===== src/rtl/keycode_line_editor_assert.svh =====
// Assertion macros for the asserting file of the line editor, keycode_line_editor.sv.
`ifndef KEYCODE_LINE_EDITOR_ASSERT_SVH
`define KEYCODE_LINE_EDITOR_ASSERT_SVH

// Check that a condition holds at every clock edge out of reset.
`define KLE_ASSERT_ALWAYS(lbl, cond, msg) \
    lbl: assert property (@(posedge i_clk) disable iff (!i_rst_n) (cond)) else $error(msg);

// Check that a condition implies another one in the same cycle.
`define KLE_ASSERT_IMPLIES(lbl, ante, cons, msg) \
    lbl: assert property (@(posedge i_clk) disable iff (!i_rst_n) (ante) |-> (cons)) \
        else $error(msg);

`endif


===== src/rtl/kle_pkg.sv =====
package kle_pkg;

    localparam int LINE_DEPTH = 32;
    localparam int IDX_W      = $clog2(LINE_DEPTH);
    localparam int COL_W      = 5;
    localparam int CNT_W      = 6;
    localparam int CHAR_W     = 8;
    localparam int CODE_W     = 8;

    localparam logic [1:0] OP_NOP       = 2'd0;
    localparam logic [1:0] OP_APPEND    = 2'd1;
    localparam logic [1:0] OP_BACKSPACE = 2'd2;
    localparam logic [1:0] OP_CLEAR     = 2'd3;

    localparam logic [CODE_W-1:0] KEY_A_FIRST    = 8'h04;
    localparam logic [CODE_W-1:0] KEY_A_LAST     = 8'h1D;
    localparam logic [CODE_W-1:0] KEY_D_FIRST    = 8'h1E;
    localparam logic [CODE_W-1:0] KEY_D_LAST     = 8'h27;
    localparam logic [CODE_W-1:0] KEY_RETURN     = 8'h28;
    localparam logic [CODE_W-1:0] KEY_ERASE      = 8'h2A;
    localparam logic [CODE_W-1:0] KEY_P_FIRST    = 8'h2C;
    localparam logic [CODE_W-1:0] KEY_P_LAST     = 8'h38;

    localparam logic [CHAR_W-1:0] CH_UPPER_A = 8'h41;
    localparam logic [CHAR_W-1:0] CH_ONE     = 8'h31;
    localparam logic [CHAR_W-1:0] CH_ZERO    = 8'h30;
    localparam logic [CHAR_W-1:0] CH_STAR    = 8'h2A;
    localparam logic [CHAR_W-1:0] CH_CURSOR  = 8'h5F;
    localparam logic [CHAR_W-1:0] CH_SPACE   = 8'h20;

    typedef struct packed {
        logic [1:0]        kind;
        logic [CHAR_W-1:0] ch;
    } t_op;

    typedef struct packed {
        logic valid;
        t_op  op;
    } t_qout;

    typedef struct packed {
        logic [COL_W-1:0]  column;
        logic [CHAR_W-1:0] char_code;
        logic              cursor_overlay;
        logic [CNT_W-1:0]  line_count;
        logic              last;
    } t_res;

    function automatic logic [CHAR_W-1:0] punct_char(input logic [3:0] idx);
        logic [CHAR_W-1:0] c;
        unique case (idx)
            4'd0:    c = 8'h20;
            4'd1:    c = 8'h2D;
            4'd2:    c = 8'h3D;
            4'd3:    c = 8'h5B;
            4'd4:    c = 8'h5D;
            4'd5:    c = 8'h5C;
            4'd6:    c = 8'h23;
            4'd7:    c = 8'h3B;
            4'd8:    c = 8'h27;
            4'd9:    c = 8'h60;
            4'd10:   c = 8'h2C;
            4'd11:   c = 8'h2E;
            4'd12:   c = 8'h2F;
            default: c = 8'h20;
        endcase
        return c;
    endfunction

endpackage


===== src/rtl/kle_front.sv =====
module kle_front
    import kle_pkg::*;
(
    input  logic              i_clk,
    input  logic              i_rst_n,
    input  logic              i_push,
    input  logic              i_full,
    input  logic              i_cmd,
    input  logic [CODE_W-1:0] i_key_code,
    output logic              o_wr,
    output t_op               o_op
);

    logic r_blank;
    logic n_blank;
    logic accept;
    logic mapped;
    logic [CHAR_W-1:0] ascii;
    logic [CODE_W-1:0] ofs;

    assign accept = i_push && !i_full;

    always_comb begin
        ofs    = '0;
        mapped = 1'b1;
        ascii  = CH_SPACE;
        n_blank = r_blank;
        priority if (r_blank && i_key_code != KEY_RETURN) begin
            ascii = CH_STAR;
        end else if (i_key_code >= KEY_A_FIRST && i_key_code <= KEY_A_LAST) begin
            ofs   = i_key_code - KEY_A_FIRST;
            ascii = CH_UPPER_A + ofs;
        end else if (i_key_code == KEY_D_LAST) begin
            ascii = CH_ZERO;
        end else if (i_key_code >= KEY_D_FIRST && i_key_code < KEY_D_LAST) begin
            ofs   = i_key_code - KEY_D_FIRST;
            ascii = CH_ONE + ofs;
        end else if (i_key_code >= KEY_P_FIRST && i_key_code <= KEY_P_LAST) begin
            ofs   = i_key_code - KEY_P_FIRST;
            ascii = punct_char(ofs[3:0]);
        end else begin
            mapped = 1'b0;
        end

        o_op.ch = ascii;
        priority if (mapped) begin
            o_op.kind = OP_APPEND;
        end else if (i_key_code == KEY_ERASE) begin
            o_op.kind = OP_BACKSPACE;
        end else if (i_key_code == KEY_RETURN) begin
            o_op.kind = OP_CLEAR;
        end else begin
            o_op.kind = OP_NOP;
        end

        if (accept) begin
            if (i_cmd) begin
                n_blank = !r_blank;
            end else if (i_key_code == KEY_RETURN) begin
                n_blank = 1'b0;
            end
        end
    end

    assign o_wr = accept && !i_cmd;

    always_ff @(posedge i_clk) begin
        if (!i_rst_n) begin
            r_blank <= 1'b0;
        end else begin
            r_blank <= n_blank;
        end
    end

endmodule


===== src/rtl/kle_queue.sv =====
module kle_queue
    import kle_pkg::*;
(
    input  logic  i_clk,
    input  logic  i_rst_n,
    input  logic  i_wr,
    input  t_op   i_op,
    output logic  o_full,
    input  logic  i_rd,
    output t_qout o_q
);

    localparam int Q_DEPTH = 2;
    localparam int Q_AW    = $clog2(Q_DEPTH);
    localparam int Q_CW    = $clog2(Q_DEPTH + 1);

    t_op r_mem [Q_DEPTH];
    logic [Q_AW-1:0] r_wp;
    logic [Q_AW-1:0] r_rp;
    logic [Q_CW-1:0] r_cnt;
    logic do_wr;
    logic do_rd;

    function automatic logic [Q_AW-1:0] q_next(input logic [Q_AW-1:0] p);
        return (p == Q_AW'(Q_DEPTH - 1)) ? '0 : p + 1'b1;
    endfunction

    assign o_full   = (r_cnt == Q_CW'(Q_DEPTH));
    assign o_q.valid = (r_cnt != '0);
    assign o_q.op    = r_mem[r_rp];
    assign do_wr    = i_wr && !o_full;
    assign do_rd    = i_rd && o_q.valid;

    always_ff @(posedge i_clk) begin
        if (do_wr) begin
            r_mem[r_wp] <= i_op;
        end
    end

    always_ff @(posedge i_clk) begin
        if (!i_rst_n) begin
            r_wp  <= '0;
            r_rp  <= '0;
            r_cnt <= '0;
        end else begin
            if (do_wr) begin
                r_wp <= q_next(r_wp);
            end
            if (do_rd) begin
                r_rp <= q_next(r_rp);
            end
            r_cnt <= r_cnt + Q_CW'(do_wr) - Q_CW'(do_rd);
        end
    end

endmodule


===== src/rtl/kle_back.sv =====
module kle_back
    import kle_pkg::*;
(
    input  logic  i_clk,
    input  logic  i_rst_n,
    input  t_qout i_q,
    output logic  o_rd,
    input  logic  i_pop,
    output logic  o_empty,
    output t_res  o_res
);

    localparam logic [1:0] ST_IDLE = 2'd0;
    localparam logic [1:0] ST_EXEC = 2'd1;
    localparam logic [1:0] ST_RUN  = 2'd2;

    localparam int OF_DEPTH = 2;
    localparam int OF_AW    = $clog2(OF_DEPTH);
    localparam int OF_CW    = $clog2(OF_DEPTH + 1);

    logic [CHAR_W-1:0] r_line [LINE_DEPTH];

    logic [1:0]       r_state;
    logic [1:0]       n_state;
    t_op              r_op;
    logic [IDX_W-1:0] r_old;
    logic [IDX_W-1:0] n_old;
    logic [CNT_W-1:0] r_held;
    logic [CNT_W-1:0] n_held;
    logic [IDX_W-1:0] r_col;

    logic              r_infl;
    t_res              r_meta;
    logic              r_use_mem;
    logic [CHAR_W-1:0] r_rdata;

    t_res             r_of [OF_DEPTH];
    logic [OF_AW-1:0] r_of_wp;
    logic [OF_AW-1:0] r_of_rp;
    logic [OF_CW-1:0] r_of_cnt;

    logic             is_full;
    logic [IDX_W-1:0] old_a;
    logic [CNT_W-1:0] held_a;
    logic [IDX_W-1:0] waddr;
    logic             do_write;
    logic             pop_fire;
    logic [OF_CW:0]   occ;
    logic             issue;
    logic [IDX_W-1:0] raddr;
    t_res             meta;
    logic             use_mem;
    t_res             push_res;

    function automatic logic [IDX_W-1:0] ring_add(input logic [IDX_W-1:0] a,
                                                  input logic [CNT_W-1:0] b);
        logic [CNT_W:0] s;
        s = (CNT_W + 1)'(a) + (CNT_W + 1)'(b);
        if (s >= (CNT_W + 1)'(LINE_DEPTH)) begin
            s = s - (CNT_W + 1)'(LINE_DEPTH);
        end
        return s[IDX_W-1:0];
    endfunction

    function automatic logic [OF_AW-1:0] of_next(input logic [OF_AW-1:0] p);
        return (p == OF_AW'(OF_DEPTH - 1)) ? '0 : p + 1'b1;
    endfunction

    assign o_rd = (r_state == ST_IDLE);

    always_comb begin
        is_full  = (r_held == CNT_W'(LINE_DEPTH));
        old_a    = is_full ? ring_add(r_old, CNT_W'(1)) : r_old;
        held_a   = is_full ? CNT_W'(LINE_DEPTH - 1) : r_held;
        waddr    = ring_add(old_a, held_a);
        do_write = (r_state == ST_EXEC) && (r_op.kind == OP_APPEND);
        n_old    = r_old;
        n_held   = r_held;
        if (r_state == ST_EXEC) begin
            unique case (r_op.kind)
                OP_APPEND: begin
                    n_old  = old_a;
                    n_held = held_a + 1'b1;
                end
                OP_BACKSPACE: begin
                    if (r_held != '0) begin
                        n_held = r_held - 1'b1;
                    end
                end
                OP_CLEAR: begin
                    n_old  = '0;
                    n_held = '0;
                end
                default: begin
                end
            endcase
        end
    end

    assign pop_fire = i_pop && !o_empty;
    assign occ      = (OF_CW + 1)'(r_of_cnt) + (OF_CW + 1)'(r_infl) - (OF_CW + 1)'(pop_fire);
    assign issue    = (r_state == ST_RUN) && (occ < (OF_CW + 1)'(OF_DEPTH));
    assign raddr    = ring_add(r_old, CNT_W'(r_col));

    always_comb begin
        meta.column         = COL_W'(r_col);
        meta.line_count     = r_held;
        meta.last           = (r_col == IDX_W'(LINE_DEPTH - 1));
        meta.cursor_overlay = 1'b0;
        use_mem             = 1'b0;
        priority if (CNT_W'(r_col) < r_held) begin
            use_mem             = 1'b1;
            meta.char_code      = CH_SPACE;
            meta.cursor_overlay = is_full && meta.last;
        end else if (CNT_W'(r_col) == r_held) begin
            meta.char_code = CH_CURSOR;
        end else begin
            meta.char_code = CH_SPACE;
        end
    end

    always_comb begin
        push_res = r_meta;
        if (r_use_mem) begin
            push_res.char_code = r_rdata;
        end
    end

    always_comb begin
        n_state = r_state;
        unique case (r_state)
            ST_IDLE: begin
                if (i_q.valid) begin
                    n_state = ST_EXEC;
                end
            end
            ST_EXEC: begin
                n_state = ST_RUN;
            end
            ST_RUN: begin
                if (issue && meta.last) begin
                    n_state = ST_IDLE;
                end
            end
            default: begin
                n_state = ST_IDLE;
            end
        endcase
    end

    always_ff @(posedge i_clk) begin
        if (do_write) begin
            r_line[waddr] <= r_op.ch;
        end
        if (issue) begin
            r_rdata <= r_line[raddr];
        end
    end

    always_ff @(posedge i_clk) begin
        if (r_state == ST_IDLE && i_q.valid) begin
            r_op <= i_q.op;
        end
        if (issue) begin
            r_meta    <= meta;
            r_use_mem <= use_mem;
        end
        if (r_infl) begin
            r_of[r_of_wp] <= push_res;
        end
    end

    always_ff @(posedge i_clk) begin
        if (!i_rst_n) begin
            r_state  <= ST_IDLE;
            r_old    <= '0;
            r_held   <= '0;
            r_col    <= '0;
            r_infl   <= 1'b0;
            r_of_wp  <= '0;
            r_of_rp  <= '0;
            r_of_cnt <= '0;
        end else begin
            r_state <= n_state;
            r_old   <= n_old;
            r_held  <= n_held;
            r_infl  <= issue;
            if (r_state == ST_EXEC) begin
                r_col <= '0;
            end else if (issue) begin
                r_col <= r_col + 1'b1;
            end
            if (r_infl) begin
                r_of_wp <= of_next(r_of_wp);
            end
            if (pop_fire) begin
                r_of_rp <= of_next(r_of_rp);
            end
            r_of_cnt <= r_of_cnt + OF_CW'(r_infl) - OF_CW'(pop_fire);
        end
    end

    assign o_empty = (r_of_cnt == '0);
    assign o_res   = r_of[r_of_rp];

endmodule


===== src/rtl/keycode_line_editor.sv =====
// Keycode line editor: a one-line text buffer driven by keyboard usage codes.
// Input channel (push/full): a beat carries i_cmd and i_key_code. i_cmd = 1
// toggles password mode and makes no results; i_cmd = 0 is a key event.
// Result channel (empty/pop): every key event redraws the line as 32 beats,
// column 0 to 31, each with the shown character, the cursor overlay flag,
// the character count and o_last on column 31.
// The executor handles one key at a time: it takes the operation, updates
// the line, then issues one column per cycle from the single read port of
// the line memory while the result buffer has room. Up to two keys wait in
// the queue in front, so full rises only when keys arrive faster than the
// executor takes them. A toggle is handled in the front end alone.
// Reset clears the count, the ring position and password mode; the line
// memory is not cleared, since only written entries are ever shown.
// When pop is held low the two-entry result buffer fills, the executor
// stops issuing columns, and once the queue fills, full is raised.
module keycode_line_editor
    import kle_pkg::*;
(
    input  logic              i_clk,
    input  logic              i_rst_n,
    input  logic              push,
    output logic              full,
    input  logic              i_cmd,
    input  logic [CODE_W-1:0] i_key_code,
    output logic              empty,
    input  logic              pop,
    output logic [COL_W-1:0]  o_column,
    output logic [CHAR_W-1:0] o_char_code,
    output logic              o_cursor_overlay,
    output logic [CNT_W-1:0]  o_line_count,
    output logic              o_last
);

`include "keycode_line_editor_assert.svh"

    logic  wr;
    t_op   op;
    t_qout q;
    logic  rd;
    t_res  res;

    kle_front u_front (
        .i_clk      (i_clk),
        .i_rst_n    (i_rst_n),
        .i_push     (push),
        .i_full     (full),
        .i_cmd      (i_cmd),
        .i_key_code (i_key_code),
        .o_wr       (wr),
        .o_op       (op)
    );

    kle_queue u_queue (
        .i_clk   (i_clk),
        .i_rst_n (i_rst_n),
        .i_wr    (wr),
        .i_op    (op),
        .o_full  (full),
        .i_rd    (rd),
        .o_q     (q)
    );

    kle_back u_back (
        .i_clk   (i_clk),
        .i_rst_n (i_rst_n),
        .i_q     (q),
        .o_rd    (rd),
        .i_pop   (pop),
        .o_empty (empty),
        .o_res   (res)
    );

    assign o_column         = res.column;
    assign o_char_code      = res.char_code;
    assign o_cursor_overlay = res.cursor_overlay;
    assign o_line_count     = res.line_count;
    assign o_last           = res.last;

    `KLE_ASSERT_IMPLIES(a_overlay_full, !empty && o_cursor_overlay,
        o_last && o_line_count == CNT_W'(LINE_DEPTH), "overlay off a full line's end")
    `KLE_ASSERT_IMPLIES(a_last_col, !empty && o_last,
        o_column == COL_W'(LINE_DEPTH - 1), "last flag off the final column")
    `KLE_ASSERT_IMPLIES(a_cursor_char, !empty && CNT_W'(o_column) == o_line_count,
        o_char_code == CH_CURSOR, "cursor column without underscore")
    `KLE_ASSERT_IMPLIES(a_blank_char, !empty && CNT_W'(o_column) > o_line_count,
        o_char_code == CH_SPACE, "column past cursor not blank")
    `KLE_ASSERT_ALWAYS(a_count_range, empty || o_line_count <= CNT_W'(LINE_DEPTH),
        "line count beyond depth")

endmodule

===== config.mk =====
export PLATFORM = sky130hd
export DESIGN_NAME = keycode_line_editor
export DESIGN_NICKNAME = d
export VERILOG_FILES = /design/src/rtl/kle_pkg.sv /design/src/rtl/kle_front.sv /design/src/rtl/kle_queue.sv /design/src/rtl/kle_back.sv /design/src/rtl/keycode_line_editor.sv
export VERILOG_INCLUDE_DIRS = /design/src /design/src/rtl
export SDC_FILE = /design/constraint.sdc
export NUM_CORES = 1
export LEC_CHECK = 0
export BUFFER_PORTS_ARGS = -buffer_cell sky130_fd_sc_hd__buf_2
export CAP_MARGIN = 20
export CORE_UTILIZATION = 58
export DETAILED_ROUTE_END_ITERATION = 16
export PLACE_DENSITY = 0.77
export RECOVER_POWER = 25
export SYNTH_ARGS = -nofsm -noshare
export SYNTH_HDL_FRONTEND = slang
export SYNTH_SLANG_ARGS = --single-unit

===== constraint.sdc =====
create_clock -name i_clk -period 9.51 [get_ports i_clk]
set_input_delay 1.902 -clock i_clk [delete_from_list [all_inputs] [get_ports i_clk]]
set_output_delay 1.902 -clock i_clk [all_outputs]
set_load 0.01 [all_outputs]

==> results.toml, run 1 <==
[worst_setup_path]
worstSetupStartpointType = "register"
cp-end-kind = "register"
path_cells = "inv_1 > ha_1 > nand2b_1 > or4b_1 > xnor2_1 > ha_1 > fa_1 > and4bb_2 > nor3_2 > a21oi_2 > xnor2_2 > nor3_1"
crit_required_ns = 9.65
cp_slowest_cell = "nor3_1"
crit_type = "reg -> reg"
cp_common_cell = "ha_1"
cp.arrival_ns = 4.96
critPathMaxStageDelay_ns = 0.88
path_delay_family = "simple AND/OR/NAND/NOR gates"
path_buf_inv = 1
reg2regPathDepth = 12
cp_max_fo = 8
path_depth = 12

[timing]
whs_ns = 0.444
fin_tns_setup_ns = 0
finalSetupViolations = 0
min_period_ns = 4.82
max_freq_mhz = 208
slew_headroom_pct = -11.7
fin_crit_sh_pct = 50.6
hold_viol_final = 0
skew_ns = 0.0253
rsz0062_at_grt = "false"
finalMaxSlewViolations = 66
tightest_slew_ns = 1.68

[routing]
ant_nets = 0
routed_wirelength_um = 32400
initialDrtViolationCount = 887
avgViaCountPerCell = 6.00
firstDrtPassIters = 5
route.detailed.drc = 0
num_vias = 8506
detail_route.wl_per_cell_um = 22.9

[floorplanning]
fp.dieH_um = 170
rows = 61
die_w_um = 170
initial_core_util_pct = 59.1
ios = 36
die_area_um2 = 29000
core_area_um2 = 27800

[cts]
ctsRootBufferMaster = "clkbuf_16"
cts_setup_buffers = 0
cts_tree = "built"
cts_buffers = 37
cts_hold_buf = 0
path_clk_slew_ns = 0.06
cts_resized = 0
htreeDepth = 2
insertion_delay_ns = 0.52
clock_sinks = 381
clk_path_buf_depth = 3

[place]
place.gp.congestion = 0.898
portBuffers = 35
dpl.hpwl_um = 20700

[logic_synthesis]
synth_ff_type = "edfxtp_1"
synth-seq-area-share_pct = 67.9
synthTopCellsByArea = "edfxtp_1, mux4_2, dfxtp_1"
synth.distinct_cells = 77
ys_seq_elements = 381
syn_avg_cell_area_um2 = 17.2
synth_edf_count = 352
synthArstFlopShare_pct = 0
syn_inst = 953
yosys_warnings = 0
synthDominantCellAreaShare_pct = 64.4
syn_area_um2 = 16400
yosysTopAreaCell = "edfxtp_1"

[run_status]
outcome = "finished with violations"
violations = "capacitance limit, slew limit"

[global_routing]
antenna_found_initial = 0
grt_max_degree = 65
grt_pass1_vias = 8340
overflow = 0
grtUsageTotal_pct = 23.1
grt_pass1_wl_um = 49400

[min_path]
whs_path_depth = 0
hold_path_class = "reg -> reg"

[finish]
fin_nets = 1064
final_common_cell = "edfxtp_1"
multi_input_comb_area_um2 = 5040
fin_util_pct = 65.6
register_area_um2 = 11200
fillCellCount = 1878
syn2layout_area_growth_pct = 11.1
final_cell_mix = "edfxtp_1, mux4_2, nor2_1, nand2_1, buf_2"
antenna_cells = 0
drive_gt1_share_pct = 24.4

[power_and_ir_drop]
vdd_drop_max_v = 0.000120
powerDensity_nw_per_um2 = 227
p_leak_uw = 0.00602

[flow_run]
cap_violations = 2
area by class of cell:
type	instances	share of cell area, %
multi-input cells	508	27.6
well taps	378	2.59
clock buffers	54	5.77
repair buffers	60	2.04
inverters	25	0.542
clock inverters	11	0.295
flip-flops and latches	381	61.1
logic make-up after synthesis:
logic type | after synthesis | share of synthesized area, %
flip-flops | 381 | 67.9
AND/OR/NAND/NOR | 207 | 6.74
multiplexers | 128 | 14.3
AO/OA/AOI/OAI | 104 | 4.48
buffers and inverters | 65 | 1.64
adder cells (fa/ha/maj) | 38 | 3.03
XOR/XNOR | 29 | 1.88
other | 1 | 0.0228
stage by stage:
| step | setup slack, ns | cell area, µm² | cells | power (µW) |
|---|---|---|---|---|
| finish | 4.69 | 18200 | 1417 | 4130 |
| global route | 4.35 | 18200 | 1417 | 4290 |
| CTS | 4.61 | 18100 | 1402 | 4150 |
| detailed placement | 4.64 | 17000 | 1337 | 2830 |
| global placement | 4.87 | 17000 | 1336 | 2800 |
| floorplan | 4.65 | 16400 | 954 | 2590 |
power by group:
part | internal, µW | switching (µW) | total [µW]
Clock | 767 | 571 | 1340
Sequential | 2050 | 103 | 2150
Combinational | 276 | 369 | 645
Total | 3090 | 1040 | 4130
flip-flops by register name, indices dropped and copies added, names as in the netlist, 2 cells and up, named ones only:
name             flops
u_back.r_op         10
u_back.r_line      256
u_back.r_state       2
u_back.push_res     13
u_queue.r_mem       20
u_back.r_meta        2
u_back.r_old         5
u_back.r_of         42
u_back.r_of_cnt      2
u_back.r_col         5
u_back.r_rdata       8
u_back.r_held        6
u_queue.r_cnt        2
worst paths after layout:
kind                        from  slack, ns             endpoint
max             u_back.r_held[1]       4.69  u_back.r_line[8][4]
min          u_back.push_res[18]       0.44   u_back.r_of[0][18]
max reg2reg     u_back.r_held[1]       4.69  u_back.r_line[8][4]
min reg2reg  u_back.push_res[18]       0.44   u_back.r_of[0][18]
worst register-to-register path, stage by stage (launching register included):
cell,delay (ns)
dfxtp_1,0.35
inv_1,0.18
ha_1,0.28
nand2b_1,0.13
or4b_1,0.61
xnor2_1,0.18
ha_1,0.24
fa_1,0.49
and4bb_2,0.29
nor3_2,0.41
a21oi_2,0.16
xnor2_2,0.27
nor3_1,0.88
cells in the mapped netlist (5+ instances only):
library cell	instances
and2_1	15
a21boi_0	6
clkbuf_1	27
buf_2	10
xor2_1	6
nor2_1	47
nand4_1	7
a21o_1	5
mux2_2	41
nand3_1	11
o21a_1	5
o21ai_0	26
edfxtp_1	352
a21oi_1	20
nand2_1	47
inv_1	24
dfxtp_1	29
ha_1	35
nor2b_1	16
nand2b_1	5
mux4_2	81
nor3_1	22
mux2i_1	6
xnor2_1	18
per-layer routing:
metal  vias up  global-route usage (%)  routed length (µm)
li1       3890                       -                   -
met3        71                    4.93                2340
met2       316                    37.5               15700
met5         -                       0                   0
met1      4229                    31.0               13200
met4         0                    8.26                1220
No activity file was read; power rests on OpenSTA's default activity.
==> run 2, diff against run 1 <==
==> constraint.sdc (replaced) <==
create_clock -name i_clk -period 5.05 [get_ports i_clk]
set_input_delay 1.01 -clock i_clk [delete_from_list [all_inputs] [get_ports i_clk]]
set_output_delay 1.01 -clock i_clk [all_outputs]
set_load 0.01 [all_outputs]
==> run 2 against run 1 <==
Against the previous run:
- the flow still finishes with violations (capacitance limit, slew limit)
- clock skew decreased by 0.0095 ns
- setup slack worse by 4.1 ns
- critical endpoint is now u_back.r_line[22][1]
- via count rose by 2.4%
==> results.toml, run 2 (synthesis gave the netlist of run 1 again) <==
[worst_setup_path]
worstSetupStartpointType = "register"
crit_type = "reg -> reg"
cp_common_cell = "ha_1"
crit_required_ns = 5.20
critPathMaxStageDelay_ns = 0.62
cp_max_fo = 8
rr_startpoint = "u_back.r_held[1]"
path_cells = "inv_1 > ha_1 > nand2b_1 > or4b_1 > xnor2_1 > ha_1 > fa_1 > and4bb_2 > nor3_2 > xnor2_2 > o22a_2 > nor2_1"
reg2regPathDepth = 12
reg2reg_slack_ns = 0.57
path_buf_inv = 1
crit-reg2reg-capture = "u_back.r_line[22][1]"
path_delay_family = "simple AND/OR/NAND/NOR gates"
cp.arrival_ns = 4.63
cp-end-kind = "register"
cp_slowest_cell = "or4b_1"

[global_routing]
grtUsageTotal_pct = 23.4
grt_pass1_wl_um = 50000
grt_pass1_vias = 8595
antenna_found_initial = 0
overflow = 0
grt_max_degree = 53

[min_path]
hold_path_class = "reg -> reg"
hold_start = "u_back.push_res[2]"
holdPathEnd = "u_back.r_of[1][2]"
whs_path_depth = 0

[floorplanning]
rows = 61
die_w_um = 170
die_area_um2 = 29000
initial_core_util_pct = 59.1
core_area_um2 = 27800
fp.dieH_um = 170
ios = 36

[cts]
ctsRootBufferMaster = "clkbuf_16"
clock_sinks = 381
cts_setup_buffers = 0
htreeDepth = 2
cts_buffers = 38
cts_hold_buf = 0
path_clk_slew_ns = 0.07
cts_tree = "built"
clk_path_buf_depth = 3
insertion_delay_ns = 0.53
cts_resized = 0

[finish]
final_common_cell = "edfxtp_1"
antenna_cells = 0
top_register = "u_back.r_line"
final_cell_count_no_fill = 1427
syn2layout_area_growth_pct = 12.4
fin_nets = 1073
fin_util_pct = 66.4
largest_reg_flops = 256
reg_top3 = "u_back.r_line x256, u_back.r_of x42, u_queue.r_mem x20"
final_cell_mix = "edfxtp_1, mux4_2, nor2_1, nand2_1, mux2_2"
drive_gt1_share_pct = 25.7
final_area_um2 = 18500

[timing]
finalSetupViolations = 0
fin_crit_sh_pct = 88.8
finalMaxSlewViolations = 99
max_freq_mhz = 223
skew_ns = 0.0158
tightest_slew_ns = 1.74
hold_viol_final = 0
slew_headroom_pct = -16.2
fin_tns_setup_ns = 0
min_period_ns = 4.48
rsz0062_at_grt = "false"

[routing]
avgViaCountPerCell = 6.10
initialDrtViolationCount = 954
ant_nets = 0
firstDrtPassIters = 5
detail_route.wl_per_cell_um = 23.3
route.detailed.drc = 0
num_vias = 8710
routed_wirelength_um = 33300

[power_and_ir_drop]
powerDensity_nw_per_um2 = 431
vdd_drop_max_v = 0.000275
p_leak_uw = 0.00613
power.total_uw = 7960

[place]
dpl.hpwl_um = 21000
place.gp.congestion = 0.927
portBuffers = 35
dp.cells = 1354
postPlaceCellArea_um2 = 17200

[run_status]
outcome = "finished with violations"
violations = "capacitance limit, slew limit"

[flow_run]
cap_violations = 3
==> run 2: cell count changes in the layout (fill, tap and decap cells not counted) <==
cell / delta
buf_8: -2
clkbuf_8: +1
inv_6: -1
buf_2: -7
clkinv_8: +2
buf_12: +2
buf_4: +14
buf_16: +3
clkinvlp_4: -1
clkinv_2: +7
bufinv_16: +1
clkbuf_1: -5
clkbuf_4: -3
clkinv_1: -1
==> run 2: area by class of cell <==
class	count	area (µm²)
multi-input combinational	508	5040
inverter	25	98.8
clock buffer	49	1030
fill	1897	9330
tap	378	473
timing repair buffer	68	527
clock inverter	18	131
sequential	381	11200
==> run 2: metrics by stage <==
| stage | setup WS, ns | hold slack, ns |
|---|---|---|
| after floorplan | 0.896 | 0.421 |
| after global routing | 0.311 | 0.456 |
| after global placement | 0.797 | 0.423 |
| final | 0.568 | 0.451 |
| after detailed placement | 0.647 | 0.437 |
| after CTS | 0.590 | 0.452 |
==> run 2: layer usage <==
layer | global-route usage, % | share of wire (%) | vias up
met1 | 32.6 | 41 | 4362
met3 | 5.40 | 8.0 | 66
met2 | 36.5 | 48 | 374
li1 | - | - | 3908
met5 | 0 | 0 | -
met4 | 8.15 | 3.3 | 0
==> run 2: power by group <==
part	internal, µW	leakage [µW]	switching, µW
clock network	1500	0.000579	1120
registers	3850	0.00341	168
logic	564	0.00214	753
total	5910	0.00613	2040
==> run 2: worst max path at each step <==
| stage | from | endpoint | slack [ns] | cells past startpoint |
|---|---|---|---|---|
| floorplan | u_back.r_held[1] | u_back.r_line[10][0] | 0.90 | 13 |
| global placement | u_back.r_held[1] | u_back.r_line[29][1] | 0.80 | 12 |
| detailed placement | u_back.r_held[1] | u_back.r_line[22][1] | 0.65 | 12 |
| CTS | u_back.r_held[1] | u_back.r_line[29][7] | 0.59 | 12 |
| global route | u_back.r_held[1] | u_back.r_line[18][2] | 0.31 | 13 |
| finish | u_back.r_held[1] | u_back.r_line[22][1] | 0.57 | 12 |
